## src/sv/mso_pkg.sv

```systemverilog
`timescale 1ns / 1ps
// ----------------------------------------------------------------------------
// mso_pkg
// Shared types and constants of the marquee scroll offset block.
// ----------------------------------------------------------------------------
package mso_pkg;

  localparam int unsigned OFFSET_W = 13;
  localparam int unsigned CYCLE_W  = 18;
  localparam int unsigned OUT_W    = 32;
  localparam int unsigned MS_W     = 10;
  localparam int unsigned SPEED_W  = 16;

  localparam logic [MS_W-1:0] MS_PER_S = 10'd1000;

  typedef logic [2:0] reg_index_t;

  localparam reg_index_t REG_MODE   = 3'd0;
  localparam reg_index_t REG_SPEED  = 3'd1;
  localparam reg_index_t REG_TMIN   = 3'd2;
  localparam reg_index_t REG_TMAX   = 3'd3;
  localparam reg_index_t REG_LHOLD  = 3'd4;
  localparam reg_index_t REG_BHOLD  = 3'd5;
  localparam reg_index_t REG_PAUSE  = 3'd6;

  typedef enum logic [1:0] {
    PH_OUT,
    PH_FULL,
    PH_BACK,
    PH_ZERO
  } phase_t;

endpackage

```

## src/sv/mso_cfg.sv

```systemverilog
`timescale 1ns / 1ps
// ----------------------------------------------------------------------------
// mso_cfg
// Configuration register file written through the configuration channel.
// ----------------------------------------------------------------------------
module mso_cfg #(
  parameter int unsigned TIME_BITS = 16,
  parameter int unsigned CFG_W     = 16
) (
  input  logic                    clk,
  input  logic                    rst,
  input  logic                    cfg_valid,
  output logic                    cfg_ready,
  input  mso_pkg::reg_index_t     cfg_index,
  input  logic [CFG_W-1:0]        cfg_data,
  output logic                    mode,
  output logic [15:0]             speed,
  output logic [TIME_BITS-1:0]    tmin,
  output logic [TIME_BITS-1:0]    tmax,
  output logic [TIME_BITS-1:0]    lhold,
  output logic [TIME_BITS-1:0]    bhold,
  output logic [TIME_BITS-1:0]    pause
);
  import mso_pkg::*;

  assign cfg_ready = 1'b1;

  always_ff @(posedge clk) begin
    if (rst) begin
      mode  <= 1'b0;
      speed <= 16'd30;
      tmin  <= TIME_BITS'(1000);
      tmax  <= TIME_BITS'(8000);
      lhold <= TIME_BITS'(1000);
      bhold <= TIME_BITS'(1000);
      pause <= TIME_BITS'(1500);
    end else if (cfg_valid) begin
      unique case (cfg_index)
        REG_MODE:  mode  <= cfg_data[0];
        REG_SPEED: speed <= cfg_data[15:0];
        REG_TMIN:  tmin  <= cfg_data[TIME_BITS-1:0];
        REG_TMAX:  tmax  <= cfg_data[TIME_BITS-1:0];
        REG_LHOLD: lhold <= cfg_data[TIME_BITS-1:0];
        REG_BHOLD: bhold <= cfg_data[TIME_BITS-1:0];
        REG_PAUSE: pause <= cfg_data[TIME_BITS-1:0];
        default: ;
      endcase
    end
  end

endmodule

```

## config.mk

```make
export PLATFORM = sky130hd
export DESIGN_NAME = mso_cfg
export DESIGN_NICKNAME = d
export VERILOG_FILES = /design/src/sv/mso_pkg.sv /design/src/sv/mso_cfg.sv
export SDC_FILE = /design/constraint.sdc
export NUM_CORES = 1
export LEC_CHECK = 0
export CELL_PAD_IN_SITES_DETAIL_PLACEMENT = 1
export CELL_PAD_IN_SITES_GLOBAL_PLACEMENT = 1
export CORE_ASPECT_RATIO = 0.5
export CORE_MARGIN = 4
export CORE_UTILIZATION = 43
export DETAILED_ROUTE_END_ITERATION = 12
export DONT_BUFFER_PORTS = 1
export PLACE_DENSITY_LB_ADDON = 0.1
export SLEW_MARGIN = 20
export SYNTH_ARGS = -nofsm -noshare
export SYNTH_HDL_FRONTEND = slang
export SYNTH_SLANG_ARGS = --single-unit
export TNS_END_PERCENT = 30
```

## constraint.sdc

```tcl
create_clock -name clk -period 1.1 [get_ports clk]
set_input_delay 0.11 -clock clk [delete_from_list [all_inputs] [get_ports clk]]
set_output_delay 0.11 -clock clk [all_outputs]
set_load 0.02 [all_outputs]
```

## After elaboration in Yosys (flattened, before gate mapping)

Index checks and enable logic that the tools add are counted.

| operators by class | value |
|---|---|
| equal/unequal tests | 6 |
| reduce and logical (&&, ||, !) cells | 8 |

Operators with widths:

| kind | count |
|---|---|
| $reduce_and A2 Y1 | 7 |
| $eq A3 B3 Y1 const B | 3 |
| $eq A3 B2 Y1 const B | 2 |
| $eq A3 B1 Y1 const B | 1 |
| $logic_not A3 Y1 | 1 |

| word-level totals | value |
|---|---|
| register bits after elaboration | 97 |
| input bits | 22 |
| word-level logic and storage cells | 21 |

## Logic depth before layout (Yosys ltp)

| logic depth | value |
|---|---|
| depth in word-level cells | 2 |
| gate-level depth with buffers | 5 |
| gate-level depth less buffers | 2 |

## Worst setup path after synthesis

OpenSTA, ideal clock, no wires.

| timing | value |
|---|---|
| kind | input -> register |
| from | input port cfg_index[0] |
| to | register tmin[13] |
| data arrival time | 937 ps |
| data required time | 1028 ps |
| path slack | 91 ps |
| stages on the path | 5 |
| buffers on the path | 3 |
| cell sequence | buf_2 and4bb_1 buf_6 buf_12 mux2i_1 |

| on the way | value |
|---|---|
| longest elaborated chain between the ends | 2 |

RTL lines:

| element | line | source |
|---|---|---|
| start, declared | mso_cfg.sv:14 | `input mso_pkg::reg_index_t cfg_index,` |
| $eq A3 B2 Y1 | mso_cfg.sv:38 | `unique case (cfg_index)` |
| $reduce_and A2 Y1 (no line) | n/a |  |
| end signal, assigned | mso_cfg.sv:41 | `REG_TMIN: tmin <= cfg_data[TIME_BITS-1:0];` |
| end, declared | mso_cfg.sv:18 | `output logic [TIME_BITS-1:0] tmin,` |

Every way passes these cells.
A chain may end at the register's enable or synchronous reset.

## Worst setup path in the final report

| timing | value |
|---|---|
| from | input port cfg_index[0] |
| to | register mode |

| on the way | value |
|---|---|
| longest elaborated chain between the ends | 2 |

RTL lines:

| element | line | source |
|---|---|---|
| $logic_not A3 Y1 | mso_cfg.sv:38 |  |
| $reduce_and A2 Y1 (no line) | n/a |  |
| end signal, assigned | mso_cfg.sv:39 | `REG_MODE: mode <= cfg_data[0];` |
| end, declared | mso_cfg.sv:16 | `output logic mode,` |

Every way passes these cells.

==> reports/qor.yml <==
n_fill_cell: 956
cts_resized: 0
wl_per_cell_um: 19.63
async_reset_ff_share_pct: 0
hold_path_end: "lhold[13]"
track_usage_pct: 19.77
post_synth_and_or_nand_nor_area_fraction_pct: 19.79
synth.avg_cell_area_um2: 10.82
critical_path_class: "in2reg"
via_per_inst: 5.039
synth-seq-cells: 97
grt_remaining_overflow: 0
cts.sinks: 97
synth_top_family_by_area: "multiplexers"
gp_congestion: 0.7585
synth_fa_ha_area_share_pct: 0
min_path_type: "in2reg"
hold_viol: 35
worstRegToRegCells: 2
port_buffers: 0
synth_mux_area_share_pct: 24.85
dp_hpwl_mm: 7.251
design.die.area_um2: 10770
diodes: 0
hold_slack_ns: -0.03893
synthXorXnorAreaFrac_pct: 0
routed_wl_mm: 10.58
placedCellCount: 510
clkSlewWorstSetupHoldPaths_ns: 0.07
cp-end-kind: "flip-flop"
cts_inserted_buffers: 9
max-vdd-ir-drop_uv: 908.9
hp-start: "rst"
stdcell_area_um2: 4792
final_cell_mix: "mux2i_1, dfxtp_1, nand2b_1, buf_4, nor2_1"
grt_max_degree: 126
grt_pass1_vias: 2899
synth_top_area_cell: "dfxtp_1"
r2r_start: "pause[8]"
synth_edf_count: 0
drive_above_1_share_pct: 19.19
layout.cells.non_filler: 539
synth_cells: 361
die_w_um: 142.8
rsz0062_at_grt: "false"
failed_checks: "negative hold slack"
max_cap_viol_count: 0
antenna_found_initial: 0
initial_utilization_pct: 44.56
num_io_pins: 120
timing.final.crit_share_pct: 92.31
totalNegativeSetupSlack_ns: 0
synth_flop_cell: "dfxtp_1"
synthTopCellsByArea: "dfxtp_1, mux2i_1, nand2b_1, nor2_1, buf_2"
synth.distinct_cells: 17
maxSlewViolCount: 0
synth.top_cell.area_share_pct: 49.70
fmaxAchievable_mhz: 984.8
p_per_area_nw_per_um2: 1599
row_count: 24
num_vias: 2716
fin_skew_ns: 0
hold_depth: 2
clock_latency_ns: 0.34
critPathArrivalTime_ns: 1.29
r2r_slack_ns: 0.30
syn_to_final_growth_pct: 22.64
die_y_um: 75.41
synthesis.nets: 383
crit_required_ns: 1.37
worstPathMaxFanout: 10
finalSetupViolCount: 0
htreeDepth: 3
netlist_area_um2: 3907
leakage_nw: 2.229
first_pass_iters: 4
finalCriticalPeriod_ns: 1.015
tritoncts: "yes"
fin_util_pct: 54.65
cts-root-buf: "clkbuf_16"
power_mw: 7.664
synth_compound_area_share_pct: 0
drt-initial-drc-count: 112
place_area_um2: 4322
seqCellArea_um2: 1942
coreArea_um2: 8768
status: "finished with violations"
ant_nets: 0
drc: 0
clockBufferDepth: 2
cp-start-kind: "input pin"
nNetsFinal: 439
synth-seq-area-share_pct: 49.70
multi_input_area_um2: 1748
r2r_end: "pause[8]"
ys_warn_count: 0
grt_pass1_wl_mm: 16.06
==> metrics by stage <==
| step | hold WS (ns) | worst slack (ns) |
|---|---|---|
| floorplan | 0.2648 | 0.09117 |
| CTS | -0.06222 | 0.1146 |
| finish | -0.03893 | 0.08458 |
| global placement | 0.2679 | 0.2403 |
| global route | -0.05604 | 0.01284 |
| detailed placement | 0.2781 | 0.1879 |
==> kinds of logic (layout without fill, tap and decap cells) <==
logic type	Yosys count	after routing
buf+inv	31	92
other cells	1	1
flops	97	97
mux	97	97
simple gates	135	135
==> worst max path at each step <==
| stage | start | end | slack (ns) | depth (start not counted) |
|---|---|---|---|---|
| 4_1_cts | bhold[15] | bhold[15] | 0.11 | 1 |
| 2_1_floorplan | cfg_index[0] | tmin[13] | 0.09 | 5 |
| 6_report | cfg_index[0] | mode | 0.08 | 3 |
| 3_3_place_gp | cfg_index[2] | tmin[10] | 0.24 | 3 |
| 3_5_place_dp | cfg_index[2] | tmin[9] | 0.19 | 3 |
| 5_1_grt | cfg_index[0] | mode | 0.01 | 3 |
==> sequential cells by signal, indices dropped and copies added, names as in the netlist <==
name   count
speed     16
pause     16
tmin      16
lhold     16
bhold     16
tmax      16
mode       1
==> power breakdown <==
| part | total (mW) | switching, mW | internal (mW) | leakage (nW) |
|---|---|---|---|---|
| Sequential | 3.68 | 0.0939 | 3.59 | 0.786 |
| Clock | 3.51 | 1.33 | 2.18 | 0.169 |
| Combinational | 0.470 | 0.236 | 0.235 | 1.27 |
==> synthesized netlist by cell type, types with 2 or more instances <==
cell       number
dfxtp_1        97
mux2i_1        97
nand2b_1       78
nor2_1         47
buf_2          13
clkbuf_1        7
buf_6           5
buf_4           4
and4b_1         2
buf_12          2
nand4b_1        2
nand4bb_1       2
==> critical path, cell delays in order <==
cell	delay, ns
dlygate4sd3_1	0.55
nor4b_1	0.41
mux2i_1	0.22
==> repair_timing <==
action                    CTS  global route
hold buffers                9             4
hold endpoints to repair   96            85
setup buffers               0             0
==> final cells by class <==
cell class / count / share of cell area [%]
flip-flops and latches: 97 / 40.52
multi-input cells: 233 / 36.48
repair buffers: 76 / 12.85
clock buffers: 12 / 5.561
well taps: 117 / 3.055
clock inverters: 4 / 1.540
==> routing by layer <==
metal  global-route usage [%]  share of wire, %  up-vias
li1                         -                 -     1297
met1                    23.37                44     1335
met2                    33.37                47       73
met3                    9.655               7.9       11
met4                    4.110               1.0        0
met5                        0                 0        -
Note: power is estimated with default switching activity, not from simulation.
