**src/sv/mso_pkg.sv**
```systemverilog
`timescale 1ns / 1ps
// ----------------------------------------------------------------------------
// mso_pkg
// Shared types and constants of the marquee scroll offset block.
// ----------------------------------------------------------------------------
package mso_pkg;

  localparam int unsigned OFFSET_W = 13;
  localparam int unsigned CYCLE_W  = 18;
  localparam int unsigned OUT_W    = 32;
  localparam int unsigned MS_W     = 10;
  localparam int unsigned SPEED_W  = 16;

  localparam logic [MS_W-1:0] MS_PER_S = 10'd1000;

  typedef logic [2:0] reg_index_t;

  localparam reg_index_t REG_MODE   = 3'd0;
  localparam reg_index_t REG_SPEED  = 3'd1;
  localparam reg_index_t REG_TMIN   = 3'd2;
  localparam reg_index_t REG_TMAX   = 3'd3;
  localparam reg_index_t REG_LHOLD  = 3'd4;
  localparam reg_index_t REG_BHOLD  = 3'd5;
  localparam reg_index_t REG_PAUSE  = 3'd6;

  typedef enum logic [1:0] {
    PH_OUT,
    PH_FULL,
    PH_BACK,
    PH_ZERO
  } phase_t;

endpackage

```
**src/sv/mso_div.sv**
```systemverilog
`timescale 1ns / 1ps
// ----------------------------------------------------------------------------
// mso_div
// Pipelined restoring divider, one quotient bit per stage, with sideband.
// ----------------------------------------------------------------------------
module mso_div #(
  parameter int unsigned NW = 16,
  parameter int unsigned DW = 16,
  parameter int unsigned SW = 1
) (
  input  logic          clk,
  input  logic          rst,
  input  logic          en,
  input  logic          in_valid,
  input  logic [NW-1:0] num,
  input  logic [DW-1:0] den,
  input  logic [SW-1:0] side,
  output logic          out_valid,
  output logic [NW-1:0] quo,
  output logic [DW-1:0] rem,
  output logic [SW-1:0] out_side
);
  import mso_pkg::*;

  logic          v_q [NW];
  logic [NW-1:0] n_q [NW];
  logic [DW-1:0] r_q [NW];
  logic [DW-1:0] d_q [NW];
  logic [SW-1:0] s_q [NW];

  for (genvar i = 0; i < NW; i++) begin : g_stage
    logic          vp;
    logic [NW-1:0] np;
    logic [DW-1:0] rp;
    logic [DW-1:0] dp;
    logic [SW-1:0] sp;
    logic [DW:0]   trial;
    logic [DW:0]   diff;
    logic          ge;

    if (i == 0) begin : g_first
      assign vp = in_valid;
      assign np = num;
      assign rp = '0;
      assign dp = den;
      assign sp = side;
    end else begin : g_next
      assign vp = v_q[i-1];
      assign np = n_q[i-1];
      assign rp = r_q[i-1];
      assign dp = d_q[i-1];
      assign sp = s_q[i-1];
    end

    assign trial = {rp, np[NW-1]};
    assign diff  = trial - {1'b0, dp};
    assign ge    = trial >= {1'b0, dp};

    always_ff @(posedge clk) begin
      if (rst) begin
        v_q[i] <= 1'b0;
      end else if (en) begin
        v_q[i] <= vp;
      end
    end

    always_ff @(posedge clk) begin
      if (en) begin
        n_q[i] <= {np[NW-2:0], ge};
        r_q[i] <= ge ? diff[DW-1:0] : trial[DW-1:0];
        d_q[i] <= dp;
        s_q[i] <= sp;
      end
    end
  end

  assign out_valid = v_q[NW-1];
  assign quo       = n_q[NW-1];
  assign rem       = r_q[NW-1];
  assign out_side  = s_q[NW-1];

endmodule

```
**config.mk**
```make
export PLATFORM = sky130hd
export DESIGN_NAME = mso_div
export DESIGN_NICKNAME = d
export VERILOG_FILES = /design/src/sv/mso_pkg.sv /design/src/sv/mso_div.sv
export SDC_FILE = /design/constraint.sdc
export NUM_CORES = 1
export LEC_CHECK = 0
export BUFFER_PORTS_ARGS = -buffer_cell sky130_fd_sc_hd__buf_2
export CORE_ASPECT_RATIO = 1.5
export CORE_MARGIN = 2
export CORE_UTILIZATION = 60
export CTS_BUF_LIST = sky130_fd_sc_hd__clkbuf_8
export CTS_CLUSTER_DIAMETER = 200
export DETAILED_ROUTE_END_ITERATION = 10
export GPL_TIMING_DRIVEN = 0
export PLACE_DENSITY = 0.81
export SLEW_MARGIN = 20
export SYNTH_ARGS = -nofsm -noshare
export SYNTH_HDL_FRONTEND = slang
export SYNTH_SLANG_ARGS = --single-unit
```
**constraint.sdc**
```tcl
create_clock -name clk -period 3.3 [get_ports clk]
set_input_delay 0.165 -clock clk [delete_from_list [all_inputs] [get_ports clk]]
set_output_delay 0.165 -clock clk [all_outputs]
set_load 0.05 [all_outputs]
```
Word level (Yosys, flattened, before mapping):

Memories as Yosys holds them, arrays and structs flattened.
Index checks and enable logic that the tools add are counted.
W data, S select, Z words.

* bits in registers: 0
* latch bits: 0
* memory bits (writable): 800
* bits in read-only memories: 0
* output and inout bits: 34
* word-level logic and storage cells: 91
* memories: 5

Memory list
* d_q: words 16, width 16, read ports 15, clocked after Yosys merged registers in 0, wr ports 16, RTL line mso_div.sv:28 `logic [DW-1:0] d_q [NW];`
* n_q: words 16, width 16, read ports 16, clocked after Yosys merged registers in 0, wr ports 16, RTL line mso_div.sv:26 `logic [NW-1:0] n_q [NW];`
* r_q: words 16, width 16, read ports 16, clocked after Yosys merged registers in 0, wr ports 16, RTL line mso_div.sv:27 `logic [DW-1:0] r_q [NW];`
* s_q: words 16, width 1, read ports 16, clocked after Yosys merged registers in 0, wr ports 16, RTL line mso_div.sv:29 `logic [SW-1:0] s_q [NW];`
* v_q: words 16, width 1, read ports 16, clocked after Yosys merged registers in 0, wr ports 16, RTL line mso_div.sv:25 `logic v_q [NW];`

* add/subtract/negate cells: 16
* multipliers: 0
* div/mod/pow operators: 0
* order comparisons: 16
* equality and inequality tests: 0
* shifts and indexed selects: 0
* mux-type cells: 38
* bitwise operators: 16
* reduce and logical (&&, ||, !) cells: 0

Operators with widths (number)
* $mux W16: 16
* $ge A17 B16 Y1: 15
* $sub A16 B16 Y16: 15
* $mux W1: 22
* $ge A1 B16 Y1: 1
* $or A1 B1 Y1: 16
* $sub A1 B16 Y16: 1

Longest topological paths before layout:

* word-level depth: 4
* depth in mapped cells: 13
* depth with buffers taken out: 12

Least setup slack after synthesis:

No wires, ideal clock.

* path type: reg2reg
* start point: memory d_q[10][1] (netlist: d_q[5][1])
* end point: memory r_q[11][10] (data pin)
* setup time: 0.260 ns
* arrival: 2.763 ns
* slack: 0.277 ns
* cell stages (with the launch flop): 13
* period minus slack after synthesis: 3.023 ns
* cell sequence: edfxtp_1 inv_1 ha_1 nor2b_1 o21ai_1 a21boi_0 o31ai_1 a21oi_1 a2111oi_2 nand2_1 a31oi_4 buf_6 mux2_2

RTL lines (RTL line)
* start, declared: mso_div.sv:28
* end, declared: mso_div.sv:27

==> flow_summary.ini <==
[grt]
grt_pass1_vias = 24930
antenna_found_initial = 1
grt_overflow = 0
grt_pass1_wl_um = 128000
track_usage_pct = 25.65
grt_max_degree = 112

[clock_tree]
clk_latency_ns = 0.76
cts_buffer_depth = 3
htreeDepth = 3
cts_root_buffer = clkbuf_8
cts_inserted_buffers = 113
clock-sinks = 784
clk_pin_slew_ns = 0.06
tritoncts = done

[run_status]
status = finished, final reports clean

[drt]
first_pass_iters = 5
top_layer_used = met4
met3_length_um = 2546
vias = 23620
wl_per_cell_um = 20.68
met2_length_um = 48720
route.detailed.drc = 0
first_iter_violations = 1322
wl_met1_um = 25950
routed_wl_um = 84180
routed_via_density = 5.802
drtAntennaViolNets = 0

[floorplan]
row_count = 113
die_w_um = 209.6
fp.coreArea_mm2 = 0.06306
die-area_mm2 = 0.06545
ios = 71
die_h_um = 312.3
start_util_pct = 60.31

[timing]
slew_headroom_pct = 44.28
fin_tns_setup_ns = 0
finalHoldViolCount = 0
holdWs_ns = 0.1245
post-route-min-period_ns = 3.295
worst_pin_slew_ns = 0.8281
drv_slew = 0
fmax_mhz = 303.4
final.setup.worst_slack_ns = 0.004506
min_period_over_period_pct = 99.86
setup-violations-final = 0
rsz0062_at_grt = yes
clock_skew_ns = 0.04224

[critical_path]
cpMostUsedCell = o31a_1
ff2ff_path_depth = 11
crit_required_ns = 3.78
cp_cell_sequence = ha_4, nor2b_1, o31a_1, o31a_1, nor2_2, o21ai_2, a2111o_1, a21oi_2, o21ai_4, buf_12, mux2_4
cp.arrival_ns = 3.77
critical_path.max_fanout = 9
worstSetupPathType = flip-flop to flip-flop
reg2reg_slack_ns = 0.005
setup.worst_path.end_class = flip-flop
startpoint_type = flip-flop
cpPeakStageDelay_ns = 0.52
critPathCapture = r_q[2][14]$_DFFE_PP_
worstReg2RegEnd = r_q[2][14]$_DFFE_PP_
cp_slowest_cell = edfxtp_1
cp-startpoint = r_q[1][0]$_DFFE_PP_
regToRegStartpoint = r_q[1][0]$_DFFE_PP_

[synthesis]
syn-num-nets = 3186
synth_top_area_share_pct = 61.91
synth-edff-count = 784
ys_seq_elements = 784
synth_flop_cell = edfxtp_1
yosys-top-cells-count = edfxtp_1 (784), inv_1 (316), ha_1 (242)
synth_area_mm2 = 0.03803
synth_area_leaders = edfxtp_1 (62%), ha_1 (8.0%), inv_1 (3.1%)
synthArstFlopShare_pct = 0
synth.most_common_cell = edfxtp_1
yosysSeqAreaShare_pct = 61.91
netlist_instances = 2892
avgSynthCellArea_um2 = 13.15
synth_top_area_cell = edfxtp_1
ys_types = 82
yosysWarningCount = 0

[layout]
final_util_pct = 68.62
fin_nets = 3470
area_growth_pct = 13.78
multi_input_area_mm2 = 0.01358
drive_gt1_share_pct = 16.14
ff_latch_area_mm2 = 0.02354
fillers = 4241

[place]
place_congestion = 1.004
place_ws_ns = -0.8742
hpwl_um = 61190
numPortBuffers = 70

[run]
cap_violations = 0

[power_and_ir_drop]
ir_worst_vdd_mv = 0.4843
pwr_density_cell_mw_per_mm2 = 917.7
leakage_nw = 17.42

[hold_path]
hp-class = input port to flip-flop
hold_path_depth = 2
## cell usage in the layout, fill, tap and decap left out, drive strengths merged, types with 11 or more instances in the layout
master,count
fa,15
a31oi,22
o21ai,163
mux2i,19
clkinv,46
a21o,63
nand3,30
nor2b,45
nor2,165
a211o,11
or3,14
o31ai,23
edfxtp,784
a21boi,19
inv,349
a21oi,162
buf,152
and2,21
xor2,58
mux2,116
o31a,23
a211oi,15
nor3,43
dlygate4sd3,36
nand4,31
clkbuf,135
xnor2,100
ha,242
o21bai,11
nand2b,27
nor4,17
nand2,153
o21a,49
## power by group
part           leakage [nW]  internal (W)  switching [W]
Sequential             7.68        0.0140        0.00113
Clock                  1.22       0.00387        0.00372
Combinational          8.53       0.00745        0.00953
## worst min-delay path by stage
stage | from | end | slack [ns]
final | num[14] | n_q[0][15]$_DFFE_PP_ | 0.12
after global routing | num[5] | n_q[0][6]$_DFFE_PP_ | 0.1
after CTS | num[7] | n_q[0][8]$_DFFE_PP_ | 0.06
after floorplan | den[0] | d_q[0][0]$_DFFE_PP_ | 0.26
after global placement | num[1] | n_q[0][2]$_DFFE_PP_ | 0.34
after detailed placement | num[7] | n_q[0][8]$_DFFE_PP_ | 0.34
## sequential cells by signal, summed over array words and instances, names as in the netlist
register / flops
n_q: 256
r_q: 256
d_q: 240
s_q: 16
v_q: 16
## metrics by stage
step | instance area [µm²] | total power (W) | cells
2_1_floorplan | 38030 | 0.02634 | 2892
3_3_place_gp | 39390 | 0.03046 | 3767
3_5_place_dp | 39590 | 0.03080 | 3774
4_1_cts | 42750 | 0.03921 | 4044
5_1_grt | 43270 | 0.04186 | 4071
6_report | 43270 | 0.03971 | 4071
## critical path: cells and delay by family (launching register included)
family,cells,cell delay [ns]
AOI/OAI and AO/OA,6,1.48
DFF,1,0.52
and+or+nand+nor,2,0.29
muxes,1,0.29
buffers and inverters,1,0.17
adders and majority gates,1,0.27
## final cells by class
class	instances	share of cell area, %
repair buffers	172	3.320
plain buffers	37	0.7316
well taps	805	2.328
inverters	317	2.756
clock inverters	90	1.443
clock buffers	114	3.626
diodes	1	0.005783
multi-input cells	1751	31.38
flip-flops and latches	784	54.41
## layer usage
metal / track usage (%) / up-vias
met2: 51.92 / 603
met5: 0 / -
li1: - / 11260
met4: 19.79 / 0
met3: 3.818 / 321
met1: 21.59 / 11430
## kinds of logic after synthesis
kind of cell	after synthesis	synth area share (%)
simple gates	582	7.380
flops	784	61.91
xor+xnor	158	3.639
buf+inv	357	3.685
compound gates	619	10.50
fa+ha+maj	257	8.752
mux	135	4.142
## what timing repair did
action / in CTS / in global routing
resized for setup: 84 / 72
hold endpoints to repair: 139 / 0
cloned: 0 / 2
pin swaps: 24 / 29
setup endpoints to repair: 207 / 172
setup buffers: 32 / 25
hold buffers: 36 / 0
Power figures use the tool's default switching activity.
